<file path="src/hw/rtl/rpwm_pkg.sv">
// Shared types and constants for the RGB PWM block with serial command parser.
// Used by every module in hw/rtl; depends on nothing.

package rpwm_pkg;

  localparam int PWM_BITS_DEFAULT = 8;

  // Command bytes
  localparam logic [7:0] CH_START  = 8'h3C;  // '<'
  localparam logic [7:0] CH_END    = 8'h3E;  // '>'
  localparam logic [7:0] CH_SELECT = 8'h63;  // 'c'
  localparam logic [7:0] CH_WRITE  = 8'h77;  // 'w'

  localparam logic [7:0] NUM_CHAN_MAX = 8'd3;

  // Reset values
  localparam logic [7:0] DUTY_RED_RESET   = 8'd250;
  localparam logic [7:0] DUTY_GREEN_RESET = 8'd125;
  localparam logic [7:0] DUTY_BLUE_RESET  = 8'd40;
  localparam logic [1:0] CHAN_RESET       = 2'd1;

  // Channel codes
  localparam logic [1:0] CHAN_NONE  = 2'd0;
  localparam logic [1:0] CHAN_RED   = 2'd1;
  localparam logic [1:0] CHAN_GREEN = 2'd2;
  localparam logic [1:0] CHAN_BLUE  = 2'd3;

  typedef logic [2:0][7:0] duty_arr_t;  // [0] red, [1] green, [2] blue

  typedef struct packed {
    logic       command;       // 0 tick, 1 serial byte
    logic [7:0] rx_byte;
    logic       uart_pending;
  } in_item_t;

  typedef struct packed {
    logic       pin_red;
    logic       pin_green;
    logic       pin_blue;
    logic [7:0] pwm_count;
    logic       receiving;
    logic [1:0] selected_channel;
    logic [7:0] duty_red;
    logic [7:0] duty_green;
    logic [7:0] duty_blue;
  } out_item_t;

  // Work issued to the state modules for one request
  typedef struct packed {
    logic     step;
    in_item_t item;
  } step_t;

endpackage

</file>
<file path="src/hw/rtl/rpwm_parser.sv">
// Serial command parser: frame phase, held number, selected channel, duties
// and the receiving flag. Depends on rpwm_pkg.

module rpwm_parser import rpwm_pkg::*; (
  input  logic       clk,
  input  logic       rst,
  input  step_t      req,
  output logic       recv_next,
  output logic [1:0] chan_next,
  output duty_arr_t  duty_next
);

  typedef enum logic [1:0] {
    PH_IDLE   = 2'd0,
    PH_NUMBER = 2'd1,
    PH_CMD    = 2'd2
  } phase_t;

  phase_t     phase, phase_next;
  logic [7:0] held, held_next;
  logic       recv;
  logic [1:0] chan;
  duty_arr_t  duty;

  always_comb begin
    phase_next = phase;
    held_next  = held;
    recv_next  = recv;
    chan_next  = chan;
    duty_next  = duty;
    if (req.item.command) begin
      case (phase)
        PH_NUMBER: begin
          held_next  = req.item.rx_byte;
          phase_next = PH_CMD;
        end
        PH_CMD: begin
          if (req.item.rx_byte == CH_SELECT) begin
            if (held <= NUM_CHAN_MAX) begin
              chan_next = held[1:0];
            end
          end else if (req.item.rx_byte == CH_WRITE) begin
            case (chan)
              CHAN_RED:   duty_next[0] = held;
              CHAN_GREEN: duty_next[1] = held;
              CHAN_BLUE:  duty_next[2] = held;
              default:    ;  // no channel selected: drop the write
            endcase
          end
          phase_next = PH_IDLE;
        end
        default: begin
          phase_next = PH_IDLE;
          if (req.item.rx_byte == CH_START) begin
            phase_next = PH_NUMBER;
          end else if (req.item.rx_byte == CH_END) begin
            recv_next = 1'b0;
          end
        end
      endcase
    end else if (req.item.uart_pending) begin
      recv_next = 1'b1;
    end
  end

  always_ff @(posedge clk) begin
    if (rst) begin
      phase <= PH_IDLE;
      held  <= 8'd0;
      recv  <= 1'b0;
      chan  <= CHAN_RESET;
      duty  <= {DUTY_BLUE_RESET, DUTY_GREEN_RESET, DUTY_RED_RESET};
    end else if (req.step) begin
      phase <= phase_next;
      held  <= held_next;
      recv  <= recv_next;
      chan  <= chan_next;
      duty  <= duty_next;
    end
  end

endmodule

</file>
<file path="src/hw/rtl/rpwm_gen.sv">
// PWM counter and pin compare for the three channels.
// Depends on rpwm_pkg; duties come from rpwm_parser.

module rpwm_gen import rpwm_pkg::*; #(
  parameter int PWM_BITS = PWM_BITS_DEFAULT
) (
  input  logic       clk,
  input  logic       rst,
  input  step_t      req,
  input  duty_arr_t  duty,
  output logic [7:0] count_low_next,
  output logic [2:0] pins_next
);

  localparam int CMP_W = (PWM_BITS > 8) ? PWM_BITS : 8;

  logic [PWM_BITS-1:0] count, count_next;
  logic [2:0]          pins;
  logic [CMP_W-1:0]    count_ext;

  assign count_ext      = CMP_W'(count_next);
  assign count_low_next = count_ext[7:0];

  always_comb begin
    count_next = count;
    pins_next  = pins;
    if (!req.item.command) begin
      count_next = count + PWM_BITS'(1);
      // pending serial data holds the pins
      if (!req.item.uart_pending) begin
        for (int i = 0; i < 3; i++) begin
          pins_next[i] = (CMP_W'(count_next) < CMP_W'(duty[i]));
        end
      end
    end
  end

  always_ff @(posedge clk) begin
    if (rst) begin
      count <= '0;
      pins  <= 3'b000;
    end else if (req.step) begin
      count <= count_next;
      pins  <= pins_next;
    end
  end

endmodule

</file>
<file path="src/hw/rtl/rpwm_out_buf.sv">
// Two-entry result buffer (output register plus skid entry).
// Depends on rpwm_pkg for the result type.

module rpwm_out_buf import rpwm_pkg::*; (
  input  logic      clk,
  input  logic      rst,
  input  logic      push,
  input  out_item_t push_data,
  output logic      ready,
  output logic      out_valid,
  input  logic      out_stall,
  output out_item_t out_data
);

  logic      skid_valid;
  out_item_t skid_data;
  logic      take;

  assign take  = out_valid && !out_stall;
  assign ready = !skid_valid;

  always_ff @(posedge clk) begin
    if (rst) begin
      out_valid  <= 1'b0;
      skid_valid <= 1'b0;
    end else begin
      if (push) begin
        if (!out_valid || take) begin
          out_valid <= 1'b1;
        end else begin
          skid_valid <= 1'b1;
        end
      end else if (take) begin
        if (skid_valid) begin
          skid_valid <= 1'b0;
        end else begin
          out_valid <= 1'b0;
        end
      end
    end
  end

  always_ff @(posedge clk) begin
    if (push) begin
      if (!out_valid || take) begin
        out_data <= push_data;
      end else begin
        skid_data <= push_data;
      end
    end else if (take && skid_valid) begin
      out_data <= skid_data;
    end
  end

endmodule

</file>
<file path="src/hw/rtl/rgb_pwm_with_uart_commands_top.sv">
// Three-channel RGB PWM with a serial byte-command parser: one result per request,
// a new request accepted every cycle while in_stall is low. A request passes the
// input register, then its state update is stored in the two-entry result buffer.
// On a consumer stall that buffer fills and in_stall rises until a result is taken.
// Depends on rpwm_pkg, rpwm_parser, rpwm_gen and rpwm_out_buf.

module rgb_pwm_with_uart_commands_top import rpwm_pkg::*; #(
  parameter int PWM_BITS = PWM_BITS_DEFAULT
) (
  input  logic      clk,
  input  logic      rst,
  input  logic      in_valid,
  output logic      in_stall,
  input  in_item_t  in_data,
  output logic      out_valid,
  input  logic      out_stall,
  output out_item_t out_data
);

  logic       req_valid;
  in_item_t   req_item;
  logic       buf_ready;
  step_t      req;
  logic       recv_next;
  logic [1:0] chan_next;
  duty_arr_t  duty_next;
  logic [7:0] count_low_next;
  logic [2:0] pins_next;
  out_item_t  result;

  assign req.step = req_valid && buf_ready;
  assign req.item = req_item;
  assign in_stall = req_valid && !buf_ready;

  // input register
  always_ff @(posedge clk) begin
    if (rst) begin
      req_valid <= 1'b0;
    end else if (!in_stall) begin
      req_valid <= in_valid;
    end
  end

  always_ff @(posedge clk) begin
    if (in_valid && !in_stall) begin
      req_item <= in_data;
    end
  end

  rpwm_parser u_parser (
    .clk       (clk),
    .rst       (rst),
    .req       (req),
    .recv_next (recv_next),
    .chan_next (chan_next),
    .duty_next (duty_next)
  );

  rpwm_gen #(
    .PWM_BITS (PWM_BITS)
  ) u_gen (
    .clk            (clk),
    .rst            (rst),
    .req            (req),
    .duty           (duty_next),
    .count_low_next (count_low_next),
    .pins_next      (pins_next)
  );

  always_comb begin
    result.pin_red          = pins_next[0];
    result.pin_green        = pins_next[1];
    result.pin_blue         = pins_next[2];
    result.pwm_count        = count_low_next;
    result.receiving        = recv_next;
    result.selected_channel = chan_next;
    result.duty_red         = duty_next[0];
    result.duty_green       = duty_next[1];
    result.duty_blue        = duty_next[2];
  end

  rpwm_out_buf u_out_buf (
    .clk       (clk),
    .rst       (rst),
    .push      (req.step),
    .push_data (result),
    .ready     (buf_ready),
    .out_valid (out_valid),
    .out_stall (out_stall),
    .out_data  (out_data)
  );

endmodule

</file>
<file path="config.mk">
export PLATFORM = sky130hd
export DESIGN_NAME = rgb_pwm_with_uart_commands_top
export DESIGN_NICKNAME = d
export VERILOG_FILES = /design/src/hw/rtl/rpwm_pkg.sv /design/src/hw/rtl/rpwm_parser.sv /design/src/hw/rtl/rpwm_gen.sv /design/src/hw/rtl/rpwm_out_buf.sv /design/src/hw/rtl/rgb_pwm_with_uart_commands_top.sv
export SDC_FILE = /design/constraint.sdc
export NUM_CORES = 1
export LEC_CHECK = 0
export BUFFER_PORTS_ARGS = -buffer_cell sky130_fd_sc_hd__buf_2
export CORE_MARGIN = 4
export CORE_UTILIZATION = 57
export CTS_BUF_LIST = sky130_fd_sc_hd__clkbuf_4
export CTS_CLUSTER_DIAMETER = 200
export DETAILED_ROUTE_END_ITERATION = 6
export PLACE_DENSITY_LB_ADDON = 0.05
export SLEW_MARGIN = 20
export SYNTH_ARGS = -nofsm -noshare
export SYNTH_HDL_FRONTEND = slang
export SYNTH_SLANG_ARGS = --single-unit
</file>
<file path="constraint.sdc">
create_clock -name clk -period 9 [get_ports clk]
set_input_delay 1.35 -clock clk [delete_from_list [all_inputs] [get_ports clk]]
set_output_delay 1.35 -clock clk [all_outputs]
set_load 0.02 [all_outputs]
</file>
==> impl_metrics.py, run 1 <==
metrics = {
    "clocking": {
        "cts_root_buffer": "clkbuf_4",
        "clk_pin_slew_ns": 0.12,
        "cts_buffer_depth": 2,
        "cts.repair.resized": 0,
        "cts_tree": "built",
        "post_cts.repair.setup_buffers": 0,
        "cts_hold_buf": 0,
        "htree_levels": 4,
        "cts.sinks": 137,
        "cts_inserted_buffers": 17,
        "clk_latency_ns": 0.54,
    },
    "timing": {
        "worst_slew_pin_slew_ns": 0.902,
        "drv_slew": 0,
        "hold_violations": 0,
        "period_needed_ns": 4.17,
        "setup_violations": 0,
        "rsz0062_at_grt": "false",
        "fin_setup_tns_ns": 0,
        "relSlewSlack": 0.397,
        "finClkSkew_ns": 0.0132,
        "finalCritPeriodShare": 0.463,
        "fmax_mhz": 240,
    },
    "critical_path": {
        "cp.arrival_ns": 4.54,
        "path_max_fanout": 21,
        "r2r-start": "req[9]",
        "r2r_slack_ns": 4.83,
        "r2r_cells": 10,
        "timing.rr.end": "u_out_buf.out_data[37]",
        "endpoint_kind": "register",
        "path_class": "register to register",
        "critical_path_required_ns": 9.37,
        "start_kind": "register",
    },
    "yosys": {
        "netlist_area_mm2": 0.00632,
        "synth-compound-area-share": 0.0944,
        "synthTopCellsByArea": "edfxtp_1, dfxtp_1, mux2i_1",
        "synth_mux_area_frac": 0.0697,
        "yosys.area_share.xor_xnor": 0.0277,
        "yosysSeqAreaShare": 0.570,
        "synth_most_common_cell": "edfxtp_1",
        "synthTopCellsByCount": "edfxtp_1, nand2_1, dfxtp_1, nor2_1, mux2i_1",
        "synth_edf_count": 86,
        "yosysTopAreaCellShare": 0.409,
        "ys_seq_elements": 137,
        "synthCells": 572,
        "syn_nets": 611,
        "synth_top_cell_by_area": "edfxtp_1",
        "synth_top_family_by_area": "simple AND/OR/NAND/NOR gates",
        "synth_cell_type_count": 47,
        "yosys_warnings": 0,
        "postSynth.asyncResetShare": 0,
        "synth-simple-area-share": 0.145,
        "synthAdderAreaFrac": 0.0495,
        "syn_avg_cell_area_um2": 11.1,
        "synth-main-ff-cell": "edfxtp_1",
    },
    "min_path": {
        "min_from": "u_parser.phase[1]",
        "hold_depth": 2,
        "min_to": "u_parser.phase[1]",
        "hold_class": "register to register",
    },
    "floorplan": {
        "dieArea_mm2": 0.0128,
        "die_height_um": 113,
        "die_w_um": 113,
        "rows": 38,
        "start_util": 0.583,
        "ios": 54,
        "core_mm2": 0.0108,
    },
    "routing": {
        "routed_wl_um": 13500,
        "remaining_drc_errors": 0,
        "ant_nets": 0,
        "dr.pass1.iters": 5,
        "num_vias": 4308,
        "vias_per_cell": 5.62,
        "wire_per_inst_um": 17.6,
        "drtIter0Drc": 287,
    },
    "grt": {
        "track_usage": 0.221,
        "grt_overflow_total": 0,
        "grt_pass1_wl_um": 21800,
        "grt_max_degree": 59,
        "grt_pass1_vias": 4263,
        "antenna_found_initial": 0,
    },
    "layout": {
        "fin_util": 0.642,
        "area_growth_pct": 10.1,
        "antennaDiodeCount": 0,
        "final_cell_area_mm2": 0.00696,
        "drive_above_1_share": 0.179,
        "fin_nets": 653,
    },
    "power": {
        "leakagePower_nw": 2.61,
        "p_total_w": 0.00117,
        "max-vdd-ir-drop_uv": 87.2,
        "p_per_area_mw_per_mm2": 168,
    },
    "placement": {
        "hpwl_um": 9140,
        "io_buffer_count": 53,
        "dpl_cell_area_mm2": 0.00667,
        "gp_congestion": 0.912,
    },
    "status": {
        "status": "complete, no violations",
    },
    "job": {
        "drv_cap": 0,
    },
}
## per-stage QoR
stage | cells | worst slack [ns] | hold slack [ns]
final | 767 | 4.83 | 0.506
after global routing | 767 | 4.46 | 0.531
after CTS | 767 | 4.91 | 0.503
after detailed placement | 735 | 4.97 | 0.486
after global placement | 735 | 5.16 | 0.472
after floorplan | 572 | 5.31 | 0.453
## area by class of cell
type / instances / area (um2)
clock buffer: 17 / 128
clock inverter: 15 / 153
fill: 874 / 3880
inverter: 29 / 109
multi-input combinational: 369 / 2470
sequential: 137 / 3600
tap: 140 / 175
timing repair buffer: 60 / 318
## layer usage
metal  GRT usage  routed length (um)  part of all wire
met1       0.301                6220              0.46
met2       0.341                6200              0.46
met3      0.0545                 692             0.051
met4      0.0873                 359             0.027
met5           0                   0                 0
## where the power goes
group / internal [W] / switching, W / leakage, nW
registers: 0.000683 / 0.00000993 / 1.19
clock network: 0.000164 / 0.000234 / 0.140
logic: 0.0000243 / 0.0000538 / 1.28
## kinds of logic (layout without fill, tap and decap cells)
| group | after synthesis | count (layout) |
|---|---|---|
| simple gates | 187 | 187 |
| buf+inv | 66 | 121 |
| mux | 43 | 43 |
| compound gates | 94 | 94 |
| flops | 137 | 137 |
| fa+ha+maj | 25 | 25 |
| xor+xnor | 20 | 20 |
## worst max-delay path by stage
stage	startpoint	to	slack, ns	cells past startpoint
floorplan	out_stall	u_out_buf.out_data[0]	5.31	1
global placement	req[9]	u_out_buf.out_data[37]	5.16	10
detailed placement	req[9]	u_out_buf.out_data[37]	4.97	10
CTS	req[9]	u_out_buf.out_data[37]	4.91	10
global route	req[9]	u_out_buf.out_data[37]	4.46	10
finish	req[9]	u_out_buf.out_data[37]	4.83	10
## flip-flops by register name, indices dropped and copies added (netlist names), 3 cells and up
| register | count |
|---|---|
| u_out_buf.out_data | 38 |
| u_out_buf.skid_data | 38 |
| u_parser.duty | 24 |
| req | 10 |
| u_gen.count | 8 |
| u_parser.held | 8 |
| u_gen.pins | 3 |
## critical path, stage by stage, from the launching register on
cell       delay (ns)
edfxtp_1         0.89
nand4b_2         0.32
or2_1            0.46
nor3_4           0.52
mux2i_1          0.34
ha_1             0.29
a211oi_1         0.20
o21ai_0          0.17
a2111oi_0        0.43
nand2_1          0.18
a41oi_1          0.21
## layout by cell type, fill, tap and decap left out, types with 5 or more instances in the layout
master / Yosys / final
mux2i_1: 35 / 35
nand3_1: 11 / 11
xor2_1: 10 / 10
xnor2_1: 10 / 10
nor2_1: 43 / 43
ha_1: 25 / 25
clkbuf_4: 0 / 17
dfxtp_1: 51 / 51
nand2_1: 73 / 73
mux2_2: 8 / 8
a21oi_1: 23 / 22
edfxtp_1: 86 / 86
nor2b_1: 16 / 15
nand4_1: 5 / 5
buf_2: 4 / 53
clkinvlp_4: 0 / 5
a211o_1: 13 / 13
nor3_1: 13 / 13
o21bai_1: 5 / 5
o21ai_0: 33 / 33
buf_4: 4 / 7
inv_1: 29 / 29
Note: power is estimated with default switching activity, not from simulation.
==> inputs of run 2 (changes only) <==
clock period = 4.1 ns   (was 9 ns; I/O delays follow)
==> run 2 against run 1 <==
Power increased by 110%; clock power is 100% higher; worst setup slack got worse by 4.4 ns; wire length grew 0.68%; flip-flop and latch count unchanged; cell area down 0.14%; via count hardly changed; utilization is 0.092 points lower; critical path depth is 2 higher; cell count grew 0.39%; global-route usage about the same; clock-buffer cell count grew 5; critical path type unchanged; critical endpoint unchanged.
==> impl_metrics.py, run 2 (synthesis results as in run 1) <==
metrics = {
    "status": {
        "status": "complete, no violations",
    },
    "grt": {
        "grt_overflow_total": 0,
        "grt_pass1_wl_um": 21900,
        "track_usage": 0.221,
        "grt_pass1_vias": 4211,
        "antenna_found_initial": 0,
        "grt_max_degree": 43,
    },
    "floorplan": {
        "rows": 38,
        "dieArea_mm2": 0.0128,
        "start_util": 0.583,
        "core_mm2": 0.0108,
        "die_height_um": 113,
        "die_w_um": 113,
        "ios": 54,
    },
    "power": {
        "leakagePower_nw": 2.63,
        "max-vdd-ir-drop_uv": 211,
        "p_per_area_mw_per_mm2": 359,
    },
    "clocking": {
        "cts.sinks": 137,
        "cts_buffer_depth": 2,
        "cts_tree": "built",
        "clk_latency_ns": 0.53,
        "clk_pin_slew_ns": 0.12,
        "cts_hold_buf": 0,
        "post_cts.repair.setup_buffers": 0,
        "cts_inserted_buffers": 17,
        "htree_levels": 4,
        "cts_root_buffer": "clkbuf_4",
    },
    "critical_path": {
        "r2r-start": "u_parser.phase[0]",
        "path_max_fanout": 8,
        "r2r_cells": 12,
        "timing.rr.end": "u_out_buf.out_data[37]",
        "r2r_slack_ns": 0.45,
        "worstSetupStartpoint": "u_parser.phase[0]",
        "start_kind": "register",
        "cp.arrival_ns": 4.03,
        "endpoint_kind": "register",
        "crit_end": "u_out_buf.out_data[37]",
        "critical_path_required_ns": 4.48,
        "path_class": "register to register",
    },
    "placement": {
        "dpl_worst_slack_ns": 0.503,
        "gp_congestion": 0.902,
        "dpl_cell_area_mm2": 0.00669,
        "io_buffer_count": 53,
        "hpwl_um": 9340,
    },
    "timing": {
        "fin_setup_tns_ns": 0,
        "hold_violations": 0,
        "rsz0062_at_grt": "false",
        "finalCritPeriodShare": 0.889,
        "fmax_mhz": 274,
        "setup_ws_ns": 0.454,
        "relSlewSlack": 0.426,
        "drv_slew": 0,
        "finClkSkew_ns": 0.0134,
        "period_needed_ns": 3.65,
        "setup_violations": 0,
        "worst_slew_pin_slew_ns": 0.860,
    },
    "layout": {
        "antennaDiodeCount": 0,
        "reg_top3": "u_out_buf.out_data x38, u_out_buf.skid_data x38, u_parser.duty x24",
        "fin_util": 0.641,
        "drive_above_1_share": 0.181,
        "layout_common_cells": "edfxtp_1, nand2_1, buf_2",
        "area_growth_pct": 9.94,
        "final_cell_area_mm2": 0.00695,
        "fin_nets": 656,
        "final_common_cell": "edfxtp_1",
    },
    "routing": {
        "vias_per_cell": 5.60,
        "ant_nets": 0,
        "dr.pass1.iters": 5,
        "remaining_drc_errors": 0,
        "routed_wl_um": 13600,
        "num_vias": 4311,
        "wire_per_inst_um": 17.6,
        "drtIter0Drc": 281,
    },
    "min_path": {
        "min_from": "in_data[2]",
        "hold_class": "input pin to register",
    },
    "job": {
        "drv_cap": 0,
    },
}
## run 2: changes by cell type in the layout (fill, tap and decap cells not counted), sizes merged
cell | before | now
clkbuf | 17 | 22
buf | 60 | 63
clkinvlp | 5 | 1
clkinv | 7 | 8
inv | 30 | 29
bufinv | 2 | 1
## run 2: worst min path at each step
stage                                    to  cells past startpoint
after floorplan           u_parser.phase[1]                      2
after detailed placement  u_parser.phase[1]                      2
after global placement    u_parser.phase[1]                      2
after global routing                 req[2]                      1
after CTS                            req[2]                      1
final                                req[2]                      1
## run 2: where the power goes
part / switching [W] / internal, W / leakage (nW)
combinational: 0.000123 / 0.0000558 / 1.30
sequential: 0.0000173 / 0.00150 / 1.19
clock: 0.000474 / 0.000326 / 0.142
## run 2: area by class of cell
class | count | area (um2)
clock buffers | 22 | 165
clock inverters | 10 | 78.8
fillers | 873 | 3890
inverters | 29 | 109
multi-input cells | 369 | 2480
flip-flops and latches | 137 | 3600
well taps | 140 | 175
repair buffers | 63 | 340
## run 2: repair_timing
item                       4_1_cts  5_1_grt
gates resized for setup          0        2
setup endpoints to repair        0        2
hold endpoints to repair         0        0
## run 2: stage by stage
stage               total power, W  hold slack (ns)  std cells
detailed placement         0.00173            0.477        738
global route               0.00260            0.224        770
finish                     0.00250            0.257        770
floorplan                  0.00166            0.453        572
CTS                        0.00251            0.227        770
global placement           0.00172            0.468        738
## run 2: routing by layer
layer,track usage,vias up,share of wire
li1,-,2121,-
met1,0.290,2049,0.45
met2,0.363,119,0.48
met3,0.0396,22,0.051
met4,0.0929,0,0.021
met5,0,-,0
## run 2: critical path, stage by stage, from the launching register on
cell,delay (ns)
dfxtp_1,0.36
inv_1,0.06
ha_1,0.13
nand4b_1,0.24
or2_4,0.38
nor3_4,0.48
mux2i_1,0.34
ha_1,0.30
a211oi_1,0.25
o21ai_0,0.19
a2111oi_0,0.42
nand2_1,0.16
a41oi_1,0.17
==> inputs of run 3 (changes only) <==
CORE_MARGIN = 2   (was 4)
SLEW_MARGIN = unset   (was 20)
clock period = 3.8 ns   (was 4.1 ns; I/O delays follow)
==> run 3 against run 2 <==
Register-to-register slack lost 0.17 ns; via count is 1.5% higher; fmax up 3.6%; power is 12% higher; cell count grew 0.26%; sequential power up 8%; combinational power increased by 8%; critical endpoint is now u_out_buf.out_data[35]; largest cell class unchanged.
==> impl_metrics.py, run 3 (synthesis results as in run 1) <==
metrics = {
    "power": {
        "p_total_w": 0.00280,
        "leakagePower_nw": 2.65,
        "max-vdd-ir-drop_uv": 210,
        "p_per_area_mw_per_mm2": 400,
    },
    "layout": {
        "drive_above_1_share": 0.188,
        "reg_top3": "u_out_buf.out_data x38, u_out_buf.skid_data x38, u_parser.duty x24",
        "area_growth_pct": 10.9,
        "fin_nets": 658,
        "final_common_cell": "edfxtp_1",
        "antennaDiodeCount": 0,
        "layout_common_cells": "edfxtp_1, nand2_1, buf_2",
    },
    "clocking": {
        "cts_buffer_depth": 2,
        "cts_inserted_buffers": 17,
        "htree_levels": 4,
        "clk_pin_slew_ns": 0.12,
        "cts_root_buffer": "clkbuf_4",
        "cts.sinks": 137,
        "cts_tree": "built",
        "cts_hold_buf": 0,
        "clk_latency_ns": 0.55,
    },
    "placement": {
        "io_buffer_count": 53,
        "gp_congestion": 0.897,
        "hpwl_um": 9110,
    },
    "grt": {
        "grt_max_degree": 43,
        "grt_pass1_wl_um": 21200,
        "antenna_found_initial": 0,
        "grt_pass1_vias": 4118,
        "grt_overflow_total": 0,
        "track_usage": 0.241,
    },
    "critical_path": {
        "critPathTopFamily": "simple AND/OR/NAND/NOR gates",
        "r2r_cells": 10,
        "r2r-start": "req[5]",
        "r2r_slack_ns": 0.28,
        "start_kind": "register",
        "endpoint_kind": "register",
        "crit_end": "u_out_buf.out_data[35]",
        "path_class": "register to register",
        "timing.rr.end": "u_out_buf.out_data[35]",
        "crit_buf_inv": 1,
        "critical_path_required_ns": 4.19,
        "path_max_fanout": 10,
        "crit_path_cell_trace": "nand2_1 -> nor4_2 -> buf_4 -> mux2i_1 -> ha_1 -> o21ai_0 -> o21ai_0 -> a2111oi_0 -> nand2_1 -> a41oi_1",
        "cp_num_cells": 10,
        "slowest_delay_ns": 0.50,
        "crit_slowest_cell": "nor4_2",
        "cp.arrival_ns": 3.91,
        "worstSetupStartpoint": "req[5]",
    },
    "timing": {
        "finalCritPeriodShare": 0.926,
        "hold_violations": 0,
        "setup_violations": 0,
        "rsz0062_at_grt": "true",
        "fin_setup_tns_ns": 0,
        "finClkSkew_ns": 0.0142,
        "relSlewSlack": 0.500,
        "worst_slew_pin_slew_ns": 0.744,
        "fmax_mhz": 284,
        "drv_slew": 0,
        "period_needed_ns": 3.52,
    },
    "floorplan": {
        "ios": 54,
        "dieArea_mm2": 0.0119,
        "core_mm2": 0.0108,
        "die_w_um": 109,
        "die_height_um": 109,
        "rows": 38,
        "start_util": 0.583,
    },
    "routing": {
        "ant_nets": 0,
        "vias_per_cell": 5.67,
        "remaining_drc_errors": 0,
        "routed_wl_um": 13400,
        "drtIter0Drc": 277,
        "dr.pass1.iters": 4,
        "wire_per_inst_um": 17.4,
        "num_vias": 4374,
    },
    "job": {
        "drv_cap": 0,
    },
    "min_path": {
        "hold_class": "input pin to register",
    },
    "status": {
        "status": "complete, no violations",
    },
}
==> run 3: changes by cell type in the layout (fill, tap and decap cells not counted) <==
cell        before  now
clkbuf_4        22   18
clkinvlp_4       1    5
buf_4           10   12
bufinv_16        1    3
mux2i_1         35   33
mux2i_2          0    2
clkinv_1         2    1
clkinv_4         1    0
nor4_2           1    2
nor4_4           3    2
==> run 3: where the power goes <==
group	internal, W	leakage (nW)	switching [W]
clock	0.000453	0.147	0.000520
sequential	0.00162	1.19	0.0000194
combinational	0.0000594	1.31	0.000133
==> run 3: routing by layer <==
layer / global-route usage / part of all wire
met1: 0.320 / 0.45
met2: 0.386 / 0.48
met3: 0.0616 / 0.055
met4: 0.0850 / 0.018
met5: 0 / 0
==> run 3: worst reg2reg max path, cell delays in order, from the launching register on <==
cell and delay (ns):
edfxtp_1 0.42, nand2_1 0.33, nor4_2 0.50, buf_4 0.27
mux2i_1 0.47, ha_1 0.34, o21ai_0 0.07, o21ai_0 0.12
a2111oi_0 0.44, nand2_1 0.22, a41oi_1 0.19
==> run 3: what timing repair did <==
| action | 4_1_cts | 5_1_grt |
|---|---|---|
| setup endpoints to repair | 0 | 6 |
| setup buffers | 0 | 0 |
| resized for setup | 0 | 4 |
==> run 3: layout make-up <==
class / instances / area (um2)
flip-flops and latches: 137 / 3600
well taps: 140 / 175
fillers: 851 / 3830
multi-input cells: 369 / 2480
clock buffers: 18 / 135
repair buffers: 65 / 355
inverters: 29 / 109
clock inverters: 14 / 156
==> run 3: how the worst min path moves through the flow <==
stage | endpoint | start | slack, ns | cells past startpoint
final | req[4] | in_data[4] | 0.19 | 1
after floorplan | u_parser.phase[1] | u_parser.phase[1] | 0.45 | 2
after global routing | req[4] | in_data[4] | 0.15 | 1
after detailed placement | u_parser.duty[16] | u_parser.duty[16] | 0.48 | 2
after CTS | req[4] | in_data[4] | 0.16 | 1
after global placement | u_parser.phase[1] | u_parser.phase[1] | 0.47 | 2
==> run 3: through the flow <==
stage | cell area [um2] | worst slack (ns) | std cells | util | hold slack (ns)
finish | 7010 | 0.280 | 772 | 0.647 | 0.188
global route | 7010 | -0.0213 | 772 | 0.647 | 0.145
CTS | 7000 | 0.168 | 772 | 0.646 | 0.156
detailed placement | 6710 | 0.247 | 740 | 0.619 | 0.484
global placement | 6710 | 0.355 | 740 | 0.619 | 0.467
floorplan | 6320 | 0.193 | 572 | - | 0.453
